**src/design/assert_macros.svh**
```systemverilog
// assertion helpers used by swm_ctrl
`ifndef ASSERT_MACROS_SVH
`define ASSERT_MACROS_SVH

// property checked on every aclk edge outside reset
`define SWM_ASSERT(label, prop, msg) \
    label: assert property (@(posedge aclk) disable iff (!aresetn) prop) \
        else $error(msg);

// plain invariant that holds on every edge outside reset
`define SWM_ASSERT_ALWAYS(label, cond, msg) \
    `SWM_ASSERT(label, (cond), msg)

`endif

```
**src/design/swm_pkg.sv**
```systemverilog
package swm_pkg;

    // build-time sizes
    localparam int MAX_WINDOW  = 64;
    localparam int SAMPLE_BITS = 32;
    localparam int CFG_W       = 7;
    localparam int ADDR_W      = (MAX_WINDOW > 1) ? $clog2(MAX_WINDOW) : 1;
    localparam int CNT_W       = $clog2(MAX_WINDOW + 1);

    // write data select for the sorted store
    localparam logic WSEL_RDATA = 1'b0;
    localparam logic WSEL_KEY   = 1'b1;

    // commands from the controller to the datapath
    typedef struct packed {
        logic              cap_key;
        logic              ring_we;
        logic [ADDR_W-1:0] ring_waddr;
        logic [ADDR_W-1:0] ring_raddr;
        logic              cap_old;
        logic [ADDR_W-1:0] sort_raddr;
        logic              sort_we;
        logic [ADDR_W-1:0] sort_waddr;
        logic              sort_wsel;
        logic              load_med;
    } cmd_t;

    // compare results back to the controller
    typedef struct packed {
        logic eq_old;
        logic gt_key;
    } status_t;

endpackage

```
**src/design/sliding_window_median.sv**
```systemverilog
// Sliding-window lower-median filter on signed 32-bit samples. Each request
// carries a sample in s_tdata and a start flag in s_tuser that empties the
// window first. The last window_size samples (1..64, 0 acts as 1, larger as
// 64) are kept in an arrival ring and in a sorted store, both RAMs with one
// write and one read port; once the window is full every request returns
// element (k-1)/2 of the ascending window on m_tdata, while it fills nothing
// is returned. Writing cfg_wdata with cfg_we also empties the window; write
// it only while idle. One request at a time: with a full window a request
// takes a ring read, a pass over the sorted store to drop the oldest sample,
// a downward pass to insert the new one and a median read; while filling the
// ring read and the removal pass are skipped. The sorted store port walks
// one entry per cycle. A finished median waits in an output register while
// the next request is taken. No clearing pass after reset.
module sliding_window_median (
    input  logic                            aclk,
    input  logic                            aresetn,
    input  logic                            s_tvalid,
    output logic                            s_tready,
    input  logic [swm_pkg::SAMPLE_BITS-1:0] s_tdata,   // [31:0] sample
    input  logic                            s_tuser,   // [0] start_req
    output logic                            m_tvalid,
    input  logic                            m_tready,
    output logic [swm_pkg::SAMPLE_BITS-1:0] m_tdata,   // [31:0] median
    input  logic                            cfg_we,
    input  logic [swm_pkg::CFG_W-1:0]       cfg_wdata
);

    swm_pkg::cmd_t    cmd;
    swm_pkg::status_t sts;

    // sequencer and counters
    swm_ctrl u_ctrl (
        .aclk      (aclk),
        .aresetn   (aresetn),
        .s_tvalid  (s_tvalid),
        .s_tuser   (s_tuser),
        .s_tready  (s_tready),
        .m_tvalid  (m_tvalid),
        .m_tready  (m_tready),
        .cfg_we    (cfg_we),
        .cfg_wdata (cfg_wdata),
        .cmd       (cmd),
        .sts       (sts)
    );

    // sample stores and compares
    swm_dp u_dp (
        .aclk    (aclk),
        .s_tdata (s_tdata),
        .cmd     (cmd),
        .sts     (sts),
        .m_tdata (m_tdata)
    );

endmodule

```
**src/design/swm_ram.sv**
```systemverilog
module swm_ram #(
    parameter int WIDTH = 32,
    parameter int DEPTH = 64
) (
    input  logic                                        aclk,
    input  logic                                        we,
    input  logic [((DEPTH > 1) ? $clog2(DEPTH) : 1)-1:0] waddr,
    input  logic [WIDTH-1:0]                            wdata,
    input  logic [((DEPTH > 1) ? $clog2(DEPTH) : 1)-1:0] raddr,
    output logic [WIDTH-1:0]                            rdata
);

    logic [WIDTH-1:0] mem [DEPTH];

    // one write port, registered read of the old contents
    always_ff @(posedge aclk) begin
        if (we) begin
            mem[waddr] <= wdata;
        end
        rdata <= mem[raddr];
    end

endmodule

```
**src/design/swm_ctrl.sv**
```systemverilog
`include "assert_macros.svh"

module swm_ctrl (
    input  logic                        aclk,
    input  logic                        aresetn,
    input  logic                        s_tvalid,
    input  logic                        s_tuser,
    output logic                        s_tready,
    output logic                        m_tvalid,
    input  logic                        m_tready,
    input  logic                        cfg_we,
    input  logic [swm_pkg::CFG_W-1:0]   cfg_wdata,
    output swm_pkg::cmd_t               cmd,
    input  swm_pkg::status_t            sts
);

    localparam int ADDR_W = swm_pkg::ADDR_W;
    localparam int CNT_W  = swm_pkg::CNT_W;

    typedef enum logic [2:0] {
        ST_IDLE,
        ST_OLD,
        ST_REMOVE,
        ST_INS_START,
        ST_INSERT,
        ST_INS_LAST,
        ST_FINISH,
        ST_MED
    } state_t;

    state_t                     state_reg, state_next;
    logic [swm_pkg::CFG_W-1:0]  ws_reg, ws_next;
    logic [CNT_W-1:0]           fill_reg, fill_next;
    logic [ADDR_W-1:0]          ptr_reg, ptr_next;
    logic [CNT_W-1:0]           idx_reg, idx_next;
    logic                       found_reg, found_next;
    logic                       m_valid_reg, m_valid_next;

    logic [CNT_W-1:0]           k_eff;
    logic [CNT_W-1:0]           ptr_ext;
    logic [CNT_W-1:0]           fill_eff;
    logic [ADDR_W-1:0]          ptr_eff;
    logic [ADDR_W-1:0]          mid_addr;
    logic                       accept;

    // effective window length, clamped to 1..MAX_WINDOW
    always_comb begin
        if (ws_reg == '0) begin
            k_eff = CNT_W'(1);
        end else if (int'(ws_reg) > swm_pkg::MAX_WINDOW) begin
            k_eff = CNT_W'(swm_pkg::MAX_WINDOW);
        end else begin
            k_eff = CNT_W'(ws_reg);
        end
    end

    assign ptr_ext  = CNT_W'(ptr_reg);
    assign accept   = s_tvalid && (state_reg == ST_IDLE);
    assign fill_eff = s_tuser ? '0 : fill_reg;
    assign ptr_eff  = (s_tuser || (ptr_ext >= k_eff)) ? '0 : ptr_reg;
    assign mid_addr = ADDR_W'((k_eff - CNT_W'(1)) >> 1);

    assign s_tready = (state_reg == ST_IDLE);
    assign m_tvalid = m_valid_reg;

    // sequencer: remove the oldest sample, insert the new one, read the median
    always_comb begin
        state_next   = state_reg;
        ws_next      = ws_reg;
        fill_next    = fill_reg;
        ptr_next     = ptr_reg;
        idx_next     = idx_reg;
        found_next   = found_reg;
        m_valid_next = m_valid_reg && !m_tready;

        cmd            = '0;
        cmd.ring_raddr = ptr_eff;
        cmd.ring_waddr = ptr_eff;
        cmd.sort_wsel  = swm_pkg::WSEL_KEY;

        unique case (state_reg)
            ST_IDLE: begin
                if (accept) begin
                    cmd.cap_key = 1'b1;
                    cmd.ring_we = 1'b1;
                    fill_next   = fill_eff;
                    ptr_next    = ptr_eff;
                    if (fill_eff == k_eff) begin
                        state_next = ST_OLD;
                    end else begin
                        state_next = ST_INS_START;
                    end
                end
            end
            ST_OLD: begin
                cmd.cap_old    = 1'b1;
                cmd.sort_raddr = '0;
                idx_next       = '0;
                found_next     = 1'b0;
                state_next     = ST_REMOVE;
            end
            ST_REMOVE: begin
                // close the gap left by one copy of the oldest sample
                cmd.sort_raddr = ADDR_W'(idx_reg + CNT_W'(1));
                if (found_reg) begin
                    cmd.sort_we    = 1'b1;
                    cmd.sort_waddr = ADDR_W'(idx_reg - CNT_W'(1));
                    cmd.sort_wsel  = swm_pkg::WSEL_RDATA;
                end else if (sts.eq_old) begin
                    found_next = 1'b1;
                end
                if (idx_reg == fill_reg - CNT_W'(1)) begin
                    if (found_reg || sts.eq_old) begin
                        fill_next = fill_reg - CNT_W'(1);
                    end
                    state_next = ST_INS_START;
                end else begin
                    idx_next = idx_reg + CNT_W'(1);
                end
            end
            ST_INS_START: begin
                if (fill_reg == '0) begin
                    cmd.sort_we    = 1'b1;
                    cmd.sort_waddr = '0;
                    state_next     = ST_FINISH;
                end else begin
                    cmd.sort_raddr = ADDR_W'(fill_reg - CNT_W'(1));
                    idx_next       = fill_reg - CNT_W'(1);
                    state_next     = ST_INSERT;
                end
            end
            ST_INSERT: begin
                // walk down, moving larger entries up by one
                cmd.sort_raddr = ADDR_W'(idx_reg - CNT_W'(1));
                cmd.sort_we    = 1'b1;
                cmd.sort_waddr = ADDR_W'(idx_reg + CNT_W'(1));
                if (sts.gt_key) begin
                    cmd.sort_wsel = swm_pkg::WSEL_RDATA;
                    if (idx_reg == '0) begin
                        state_next = ST_INS_LAST;
                    end else begin
                        idx_next = idx_reg - CNT_W'(1);
                    end
                end else begin
                    state_next = ST_FINISH;
                end
            end
            ST_INS_LAST: begin
                cmd.sort_we    = 1'b1;
                cmd.sort_waddr = '0;
                state_next     = ST_FINISH;
            end
            ST_FINISH: begin
                fill_next      = fill_reg + CNT_W'(1);
                ptr_next       = (ptr_ext + CNT_W'(1) >= k_eff) ? '0
                                                               : ptr_reg + ADDR_W'(1);
                cmd.sort_raddr = mid_addr;
                if (fill_reg + CNT_W'(1) == k_eff) begin
                    state_next = ST_MED;
                end else begin
                    state_next = ST_IDLE;
                end
            end
            ST_MED: begin
                // wait for the output register to free up
                cmd.sort_raddr = mid_addr;
                if (!m_valid_reg || m_tready) begin
                    cmd.load_med = 1'b1;
                    m_valid_next = 1'b1;
                    state_next   = ST_IDLE;
                end
            end
            default: begin
                state_next = ST_IDLE;
            end
        endcase

        // window length write empties the window
        if (cfg_we) begin
            ws_next   = cfg_wdata;
            fill_next = '0;
            ptr_next  = '0;
        end
    end

    // state and control registers
    always_ff @(posedge aclk) begin
        if (!aresetn) begin
            state_reg   <= ST_IDLE;
            ws_reg      <= swm_pkg::CFG_W'(swm_pkg::MAX_WINDOW);
            fill_reg    <= '0;
            ptr_reg     <= '0;
            idx_reg     <= '0;
            found_reg   <= 1'b0;
            m_valid_reg <= 1'b0;
        end else begin
            state_reg   <= state_next;
            ws_reg      <= ws_next;
            fill_reg    <= fill_next;
            ptr_reg     <= ptr_next;
            idx_reg     <= idx_next;
            found_reg   <= found_next;
            m_valid_reg <= m_valid_next;
        end
    end

    `SWM_ASSERT_ALWAYS(a_fill_in_window, fill_reg <= k_eff, "fill count beyond window")
    `SWM_ASSERT_ALWAYS(a_ptr_in_window, ptr_ext < k_eff, "ring pointer beyond window")
    `SWM_ASSERT(a_remove_when_full, (state_reg == ST_REMOVE) |-> (fill_reg == k_eff),
                "removal on partial window")
    `SWM_ASSERT(a_median_when_full, (state_reg == ST_MED) |-> (fill_reg == k_eff),
                "median read on partial window")

endmodule

```
**src/design/swm_dp.sv**
```systemverilog
module swm_dp (
    input  logic                            aclk,
    input  logic [swm_pkg::SAMPLE_BITS-1:0] s_tdata,
    input  swm_pkg::cmd_t                   cmd,
    output swm_pkg::status_t                sts,
    output logic [swm_pkg::SAMPLE_BITS-1:0] m_tdata
);

    localparam int W = swm_pkg::SAMPLE_BITS;

    logic [W-1:0] key_reg;
    logic [W-1:0] old_reg;
    logic [W-1:0] med_reg;
    logic [W-1:0] ring_rdata;
    logic [W-1:0] sort_rdata;
    logic [W-1:0] sort_wdata;

    // samples in arrival order
    swm_ram #(
        .WIDTH(W),
        .DEPTH(swm_pkg::MAX_WINDOW)
    ) u_ring (
        .aclk  (aclk),
        .we    (cmd.ring_we),
        .waddr (cmd.ring_waddr),
        .wdata (s_tdata),
        .raddr (cmd.ring_raddr),
        .rdata (ring_rdata)
    );

    // samples in ascending order
    assign sort_wdata = (cmd.sort_wsel == swm_pkg::WSEL_KEY) ? key_reg : sort_rdata;

    swm_ram #(
        .WIDTH(W),
        .DEPTH(swm_pkg::MAX_WINDOW)
    ) u_sorted (
        .aclk  (aclk),
        .we    (cmd.sort_we),
        .waddr (cmd.sort_waddr),
        .wdata (sort_wdata),
        .raddr (cmd.sort_raddr),
        .rdata (sort_rdata)
    );

    // compares against the leaving sample and the new sample
    assign sts.eq_old = (sort_rdata == old_reg);
    assign sts.gt_key = ($signed(sort_rdata) > $signed(key_reg));

    // payload registers
    always_ff @(posedge aclk) begin
        if (cmd.cap_key) begin
            key_reg <= s_tdata;
        end
        if (cmd.cap_old) begin
            old_reg <= ring_rdata;
        end
        if (cmd.load_med) begin
            med_reg <= sort_rdata;
        end
    end

    assign m_tdata = med_reg;

endmodule
```
**config.mk**
```make
export PLATFORM = sky130hd
export DESIGN_NAME = sliding_window_median
export DESIGN_NICKNAME = d
export VERILOG_FILES = /design/src/design/swm_pkg.sv /design/src/design/sliding_window_median.sv /design/src/design/swm_ram.sv /design/src/design/swm_ctrl.sv /design/src/design/swm_dp.sv
export VERILOG_INCLUDE_DIRS = /design/src /design/src/design
export SDC_FILE = /design/constraint.sdc
export NUM_CORES = 2
export LEC_CHECK = 0
export BUFFER_PORTS_ARGS = -buffer_cell sky130_fd_sc_hd__buf_2
export CORE_MARGIN = 4
export CORE_UTILIZATION = 37
export CTS_CLUSTER_SIZE = 25
export DETAILED_ROUTE_END_ITERATION = 16
export GPL_ROUTABILITY_DRIVEN = 0
export SLEW_MARGIN = 20
export SYNTH_ARGS = -nofsm -noshare
export SYNTH_HDL_FRONTEND = slang
export SYNTH_SLANG_ARGS = --single-unit
```
**constraint.sdc**
```tcl
create_clock -name aclk -period 6.7 [get_ports aclk]
set_input_delay 1.34 -clock aclk [delete_from_list [all_inputs] [get_ports aclk]]
set_output_delay 1.34 -clock aclk [all_outputs]
set_load 0.02 [all_outputs]
```
== Word-level counts from Yosys, hierarchy flattened ==
Memories as Yosys holds them, arrays and structs flattened. A register that Yosys moved wholly into a read port is not among the register bits.
Index checks and enable logic that the tools add are counted.

* Order comparisons: 4
* Reductions and logical operators: 21
* Bitwise gates (word level): 1
* Add/sub/neg operators: 7
* Mux-type cells: 47
* Equality and inequality tests: 20

{| class="wikitable"
|+ Operators by type and width
! operator !! number
|-
| two-way mux 7 bit || 11
|-
| case mux 7 bit (4 select lines) || 2
|-
| == test 32 bit || 1
|-
| greater-than comparator 32 bit || 1
|-
| two-way mux 32 bit || 1
|-
| two-way mux 6 bit || 4
|-
| case mux 3 bit (8 select lines) || 1
|-
| case mux 6 bit (4 select lines) || 1
|-
| == test 7 bit || 3
|-
| logical NOT 7 bit || 3
|-
| case mux 7 bit (3 select lines) || 1
|-
| subtractor 7 x 1 -> 7 bit, second input constant || 3
|-
| two-way mux 3 bit || 6
|-
| adder 7 x 1 -> 7 bit, second input constant || 2
|-
| == test 3 bit, second input constant || 4
|-
| two-way mux 1 bit || 12
|-
| case mux 6 bit (2 select lines) || 1
|-
| two-way mux 2 bit || 4
|-
| two-way mux 8 bit || 1
|-
| inequality test 2 x 1 -> 1 bit, second input constant || 4
|-
| inequality test 2 bit, second input constant || 4
|-
| AND reduction 4 bit || 2
|-
| adder 6 x 1 -> 7 bit, second input constant || 1
|-
| >= comparator 6 x 7 -> 1 bit || 1
|-
| other kinds (18) || 26
|}

* Output and inout bits: 34
* Memories kept: 2
* Bits in registers: 128
* Memory bits (writable): 4096

{| class="wikitable"
|+ Memories
! name !! depth !! bits a word !! read ports !! clocked after Yosys merged registers in !! write ports !! RTL line !! source
|-
| u_dp.u_ring.mem || 64 || 32 || 1 || 1 || 1 || swm_ram.sv:13 || <nowiki>logic [WIDTH-1:0] mem [DEPTH];</nowiki>
|-
| u_dp.u_sorted.mem || 64 || 32 || 1 || 1 || 1 || swm_ram.sv:13 ||
|}

== Depth between registers and ports, before layout ==
* Depth after elaboration: 8
* Depth in mapped cells: 17

== Cells and area by module ==
A second synthesis with hierarchy kept.

* Cell total of the unflattened synthesis: 7402
* Area total of the unflattened synthesis: 164943.2 sq um

{| class="wikitable"
|+ Modules (own cells, without submodules)
! module !! times used !! area each (sq um) !! seq. area each (sq um) !! cells an instance
|-
| swm_ram || 2 || 78515.3 || 62139.6 || 3324
|-
| swm_dp || 1 || 4445.5 || 2882.8 || 293
|-
| swm_ctrl || 1 || 3467.1 || 640.6 || 461
|}

== Least setup slack after synthesis ==
No wires, ideal clock.

* Path kind: reg-to-reg
* Start point: register u_ctrl.ws_reg[2] (netlist bit)
* End point: memory u_dp.u_ring.mem[15][0], enable pin
* Data required time: 6.279 ns
* Data arrival time: 5.168 ns
* Path buffers: 5
* Slack: 1.111 ns
* Period minus slack after synthesis: 5.589 ns
* Cell stages (with the launch flop): 16
* Path through: dfxtp_1 nor4_1 a21oi_1 nor2_1 ha_1 nand2b_1 a211oi_1 o21ai_1 nor2_1 clkbuf_1 buf_2 buf_1 clkbuf_1 clkbuf_1 nand2_1 nor2_1

* Word-level cells in the longest chain between the ends: 6

{| class="wikitable"
|+ RTL lines
! item !! RTL line !! source
|-
| from (decl) || swm_ctrl.sv:32 || <nowiki>logic [swm_pkg::CFG_W-1:0] ws_reg, ws_next;</nowiki>
|-
| from (signal assigned) || swm_ctrl.sv:190 || <nowiki>ws_reg <= swm_pkg::CFG_W'(swm_pkg::MAX_WINDOW);</nowiki>
|-
| from (signal assigned) || swm_ctrl.sv:198 || <nowiki>ws_reg <= ws_next;</nowiki>
|-
| greater-than comparator 7 bit || swm_ctrl.sv:50 || <nowiki>end else if (int'(ws_reg) > swm_pkg::MAX_WINDOW) begin</nowiki>
|-
| two-way mux 7 bit || swm_ctrl.sv:50 ||
|-
| two-way mux 7 bit * || swm_ctrl.sv:48 || <nowiki>if (ws_reg == '0) begin</nowiki>
|-
| >= comparator 6 x 7 -> 1 bit * || swm_ctrl.sv:60 || <nowiki>assign ptr_eff = (s_tuser || (ptr_ext >= k_eff)) ? '0 : ptr_reg;</nowiki>
|-
| logical OR 1 bit * || swm_ctrl.sv:60 ||
|-
| two-way mux 6 bit * || swm_ctrl.sv:60 ||
|-
| to (decl) || swm_ram.sv:13 ||
|}

Every way passes the cells marked *; elsewhere a longest branch is shown, timed or not.

== Final worst setup path ==
* Start point: register u_ctrl.ws_reg[2] (netlist bit)
* End point: register u_dp.u_ring.rdata[6], read port of u_dp.u_ring.mem

* Word-level cells in the longest chain between the ends: 6

{| class="wikitable"
|+ RTL lines
! item !! RTL line !! source
|-
| greater-than comparator 7 bit || swm_ctrl.sv:50 ||
|-
| two-way mux 7 bit || swm_ctrl.sv:50 ||
|-
| two-way mux 7 bit * || swm_ctrl.sv:48 ||
|-
| >= comparator 6 x 7 -> 1 bit * || swm_ctrl.sv:60 ||
|-
| logical OR 1 bit * || swm_ctrl.sv:60 ||
|-
| two-way mux 6 bit * || swm_ctrl.sv:60 ||
|-
| to (decl) || swm_ram.sv:10 || <nowiki>output logic [WIDTH-1:0] rdata</nowiki>
|}

Marked as above.
A chain may end at the register's enable or synchronous reset.

==> results.md <==
* Fillers at 38.32k
* Crit path DAT at 6.73 ns
* Initial antenna violation count at 35
* Final Instance Area at 189200 um^2
* Power per cell area at 386.9 nW/um^2
* Worst path slowest cell: nor4_1
* Top-level I/O count at 79
* DR WL/cell at 31.55 um
* Synth cell types at 87
* Clock power share at 31.9%
* RSZ-0062 raised after global routing: false
* Layout Nets at 10.17k
* Post-cts gate resize count at 0
* Max Fclk at 168.9 MHz
* Vias in the first global route at 91.65k
* Drt drc at 0
* Row cnt at 244
* DR vias at 96.51k
* Worst setup path end: u_dp.u_ring.rdata[6]$_DFF_P_
* Biggest regs: u_dp.u_ring.mem x2048, u_dp.u_sorted.mem x2048
* Post-synth EDFFs at 4192
* Final period util at 88.39%
* Clock Latency Late Sink at 0.96 ns
* Worst-path clk slew at 0.06 ns
* Setup_tns at 0 ns
* Syn Std Cell Area at 164200 um^2
* Maximum vdd drop at 0.4551 mV
* Die height at 674.1 um
* Final Hold Fails at 0
* Hold Path Class: reg2reg
* Cell chain of the critical path: nor4_1 -> a21oi_1 -> nor2_1 -> ha_1 -> nand2b_1 -> a211oi_1 -> o21ai_2 -> a21o_4 -> buf_4 -> buf_4 -> a222oi_1 -> a31oi_1 -> nor4_1 -> nand3_1
* Crit start category: flip-flop
* Syn. warnings at 0
* Critical Path Fanout Max at 42
* Post-CTS Setup Bufs at 0
* Cells after Synth at 9746
* Reg area at 127800 um^2
* Core area at 441800 um^2
* CTS tree: yes
* Layout Skew at 0.02929 ns
* Final WL at 515.6 mm
* Total track usage at 21.92%
* Worst path required time at 7.50 ns
* First-pass GRT wire length at 714.4 mm
* Drt first pass iters at 13
* Largest net degree at the start of global routing at 139
* Area growth syn-to-layout at 15.26%
* Max-slew headroom at 15.25%
* Internal power at 50.65 mW
* WS Path Type: reg2reg
* Syn nets at 9842
* Number of port buffers at 78
* Max-cap violations at 0
* Sw power at 22.55 mW
* Root buf cell: clkbuf_16
* Cells on worst reg2reg path at 14
* Synth async-reset ratio at 0%
* Final HPWL DP at 303.2 mm
* Layout cell share with drive strength beyond 1 at 14.40%
* Global route overflow at 0
* Endpoints failing setup at 0
* Slew Limit Fails at 0
* Antenna Nets Post-Route at 0
* Initial DRC count at 15.56k
* Syn_area_per_cell at 16.84 um^2
* Worst path max stage delay at 0.99 ns
* Leakage at 61.40 nW
* DIE WIDTH at 674.1 um
* Inserted Clock Buffers at 415
* Setup crit end kind: flip-flop
* Commonest non-fill, non-tap cell in the layout: edfxtp_1
* Register bit total from synthesis at 4288
* Sequential-to-total area share from yosys stat at 77.86%
* Worst hold start: u_dp.u_ring.rdata[22]$_DFF_P_
* Logic pwr share at 23.9%
* Ys flop type: edfxtp_1
* Placed inst area at 175600 um^2
* Switch share at 30.81%
* Status: complete, no violations
* DR vias/cell at 5.906
* RR Startpoint: u_ctrl.ws_reg[2]$_SDFFE_PN0P_
* Clk sink count at 4288
* Most frequent cells in the layout: 4192 x edfxtp_1, 733 x mux2i_1, 657 x nand2_1, 421 x clkbuf_16, 404 x o21ai_0
* FF-to-FF setup slack at 0.78 ns
* Die area at 454400 um^2
* Multi-input logic area at 35300 um^2
* Clock buffer depth at 4
* Critical path startpoint: u_ctrl.ws_reg[2]$_SDFFE_PN0P_
* Crit path time final at 5.922 ns
* Part of the power in registers at 44.1%
* Starting Density at 37.16%
* Worst-margin pin slew at 1.260 ns
* H-Tree Depth at 5
* Worst r2r dst: u_dp.u_ring.rdata[6]$_DFF_P_
* Cts hold-fix bufs at 0
## worst min-delay path by stage
stage	to	cells after the start	slack (ns)
3_5_place_dp	u_dp.old_reg[22]$_DFFE_PP_	0	0.44
2_1_floorplan	u_dp.old_reg[0]$_DFFE_PP_	0	0.39
4_1_cts	u_dp.old_reg[22]$_DFFE_PP_	0	0.46
3_3_place_gp	u_dp.old_reg[0]$_DFFE_PP_	0	0.45
6_report	u_dp.old_reg[22]$_DFFE_PP_	0	0.46
5_1_grt	u_dp.old_reg[0]$_DFFE_PP_	0	0.47
## per-stage QoR
| stage | instances | worst slack [ns] | power, mW | util, % | hold slack [ns] |
|---|---|---|---|---|---|
| 2_1_floorplan | 9746 | 1.111 | 43.48 | - | 0.3855 |
| 3_3_place_gp | 15553 | 0.3937 | 49.84 | 39.71 | 0.4509 |
| 3_5_place_dp | 15561 | 0.9352 | 50.25 | 39.76 | 0.4407 |
| 4_1_cts | 16331 | 0.9058 | 73.34 | 42.82 | 0.4560 |
| 5_1_grt | 16331 | 0.5722 | 75.75 | 42.83 | 0.4659 |
| 6_report | 16341 | 0.7777 | 73.20 | 42.83 | 0.4551 |
## power groups by stage
stage	Sequential, mW	Combinational [mW]	Clock [mW]
after floorplan	32.6	10.9	0
after global placement	32.8	17.0	0
after detailed placement	32.8	17.4	0
after CTS	32.3	17.5	23.6
after global routing	32.3	18.7	24.8
final	32.3	17.5	23.4
## cell usage after synthesis (all sizes together) (9+ instances only)
library cell  instances  area (um^2)
a211oi              273         2049
a21o                 12        90.09
a21oi               193        965.9
a221oi               64        578.1
a222oi              393         3934
a22o                 68        595.6
a22oi               284         2132
a31oi               144        900.9
and2                261         1633
and3                269         1683
buf                 195        900.9
clkbuf              433         1625
dfxtp                96         1922
edfxtp             4192       125900
ha                   51        638.1
inv                  53        198.9
mux2                 96         1081
mux2i               733         7337
nand2               660         2477
nand2b                9        56.30
nand3                48        240.2
nand4                87        544.3
nor2                276         1039
nor2b                16        100.1
nor3                 20        100.1
nor4                 72        638.1
o21ai               470         2352
o22ai                30        187.7
o2bb2ai              12        105.1
or4                  16        120.1
xnor2                50        437.9
xor2                 16        140.1
## logic make-up after synthesis
kind of cell	share of synthesized area (%)
xor+xnor	0.4215
compound gates	8.981
fa+ha+maj	0.3887
mux	5.183
buf+inv	1.665
simple gates	5.505
flops	77.86
## worst max-delay path, delay by kind of cell (launching register included)
family	cells	cell delay, ns
AO/OA/AOI/OAI	6	2.06
adder cells (fa/ha/maj)	1	0.31
buffers and inverters	2	0.83
flip-flops	1	0.35
AND/OR/NAND/NOR	5	2.12
## cell type report
type / count / share of cell area [%]
clock buffers: 563 / 6.035
diodes: 10 / 0.01323
flip-flops and latches: 4288 / 67.55
multi-input cells: 4775 / 18.65
well taps: 5904 / 3.904
repair buffers: 539 / 2.616
inverters: 55 / 0.1091
clock inverters: 207 / 1.118
## metal layers
layer | global-route usage [%] | up-vias | wire length, um | share of wire (%)
met4 | 9.184 | 8 | 24350 | 4.7
li1 | - | 40081 | - | -
met2 | 35.18 | 5869 | 241900 | 47
met5 | 0 | - | 51 | 0.0099
met3 | 4.605 | 1009 | 54800 | 11
met1 | 28.96 | 49543 | 194500 | 38
Note: power is estimated with default switching activity, not from simulation.
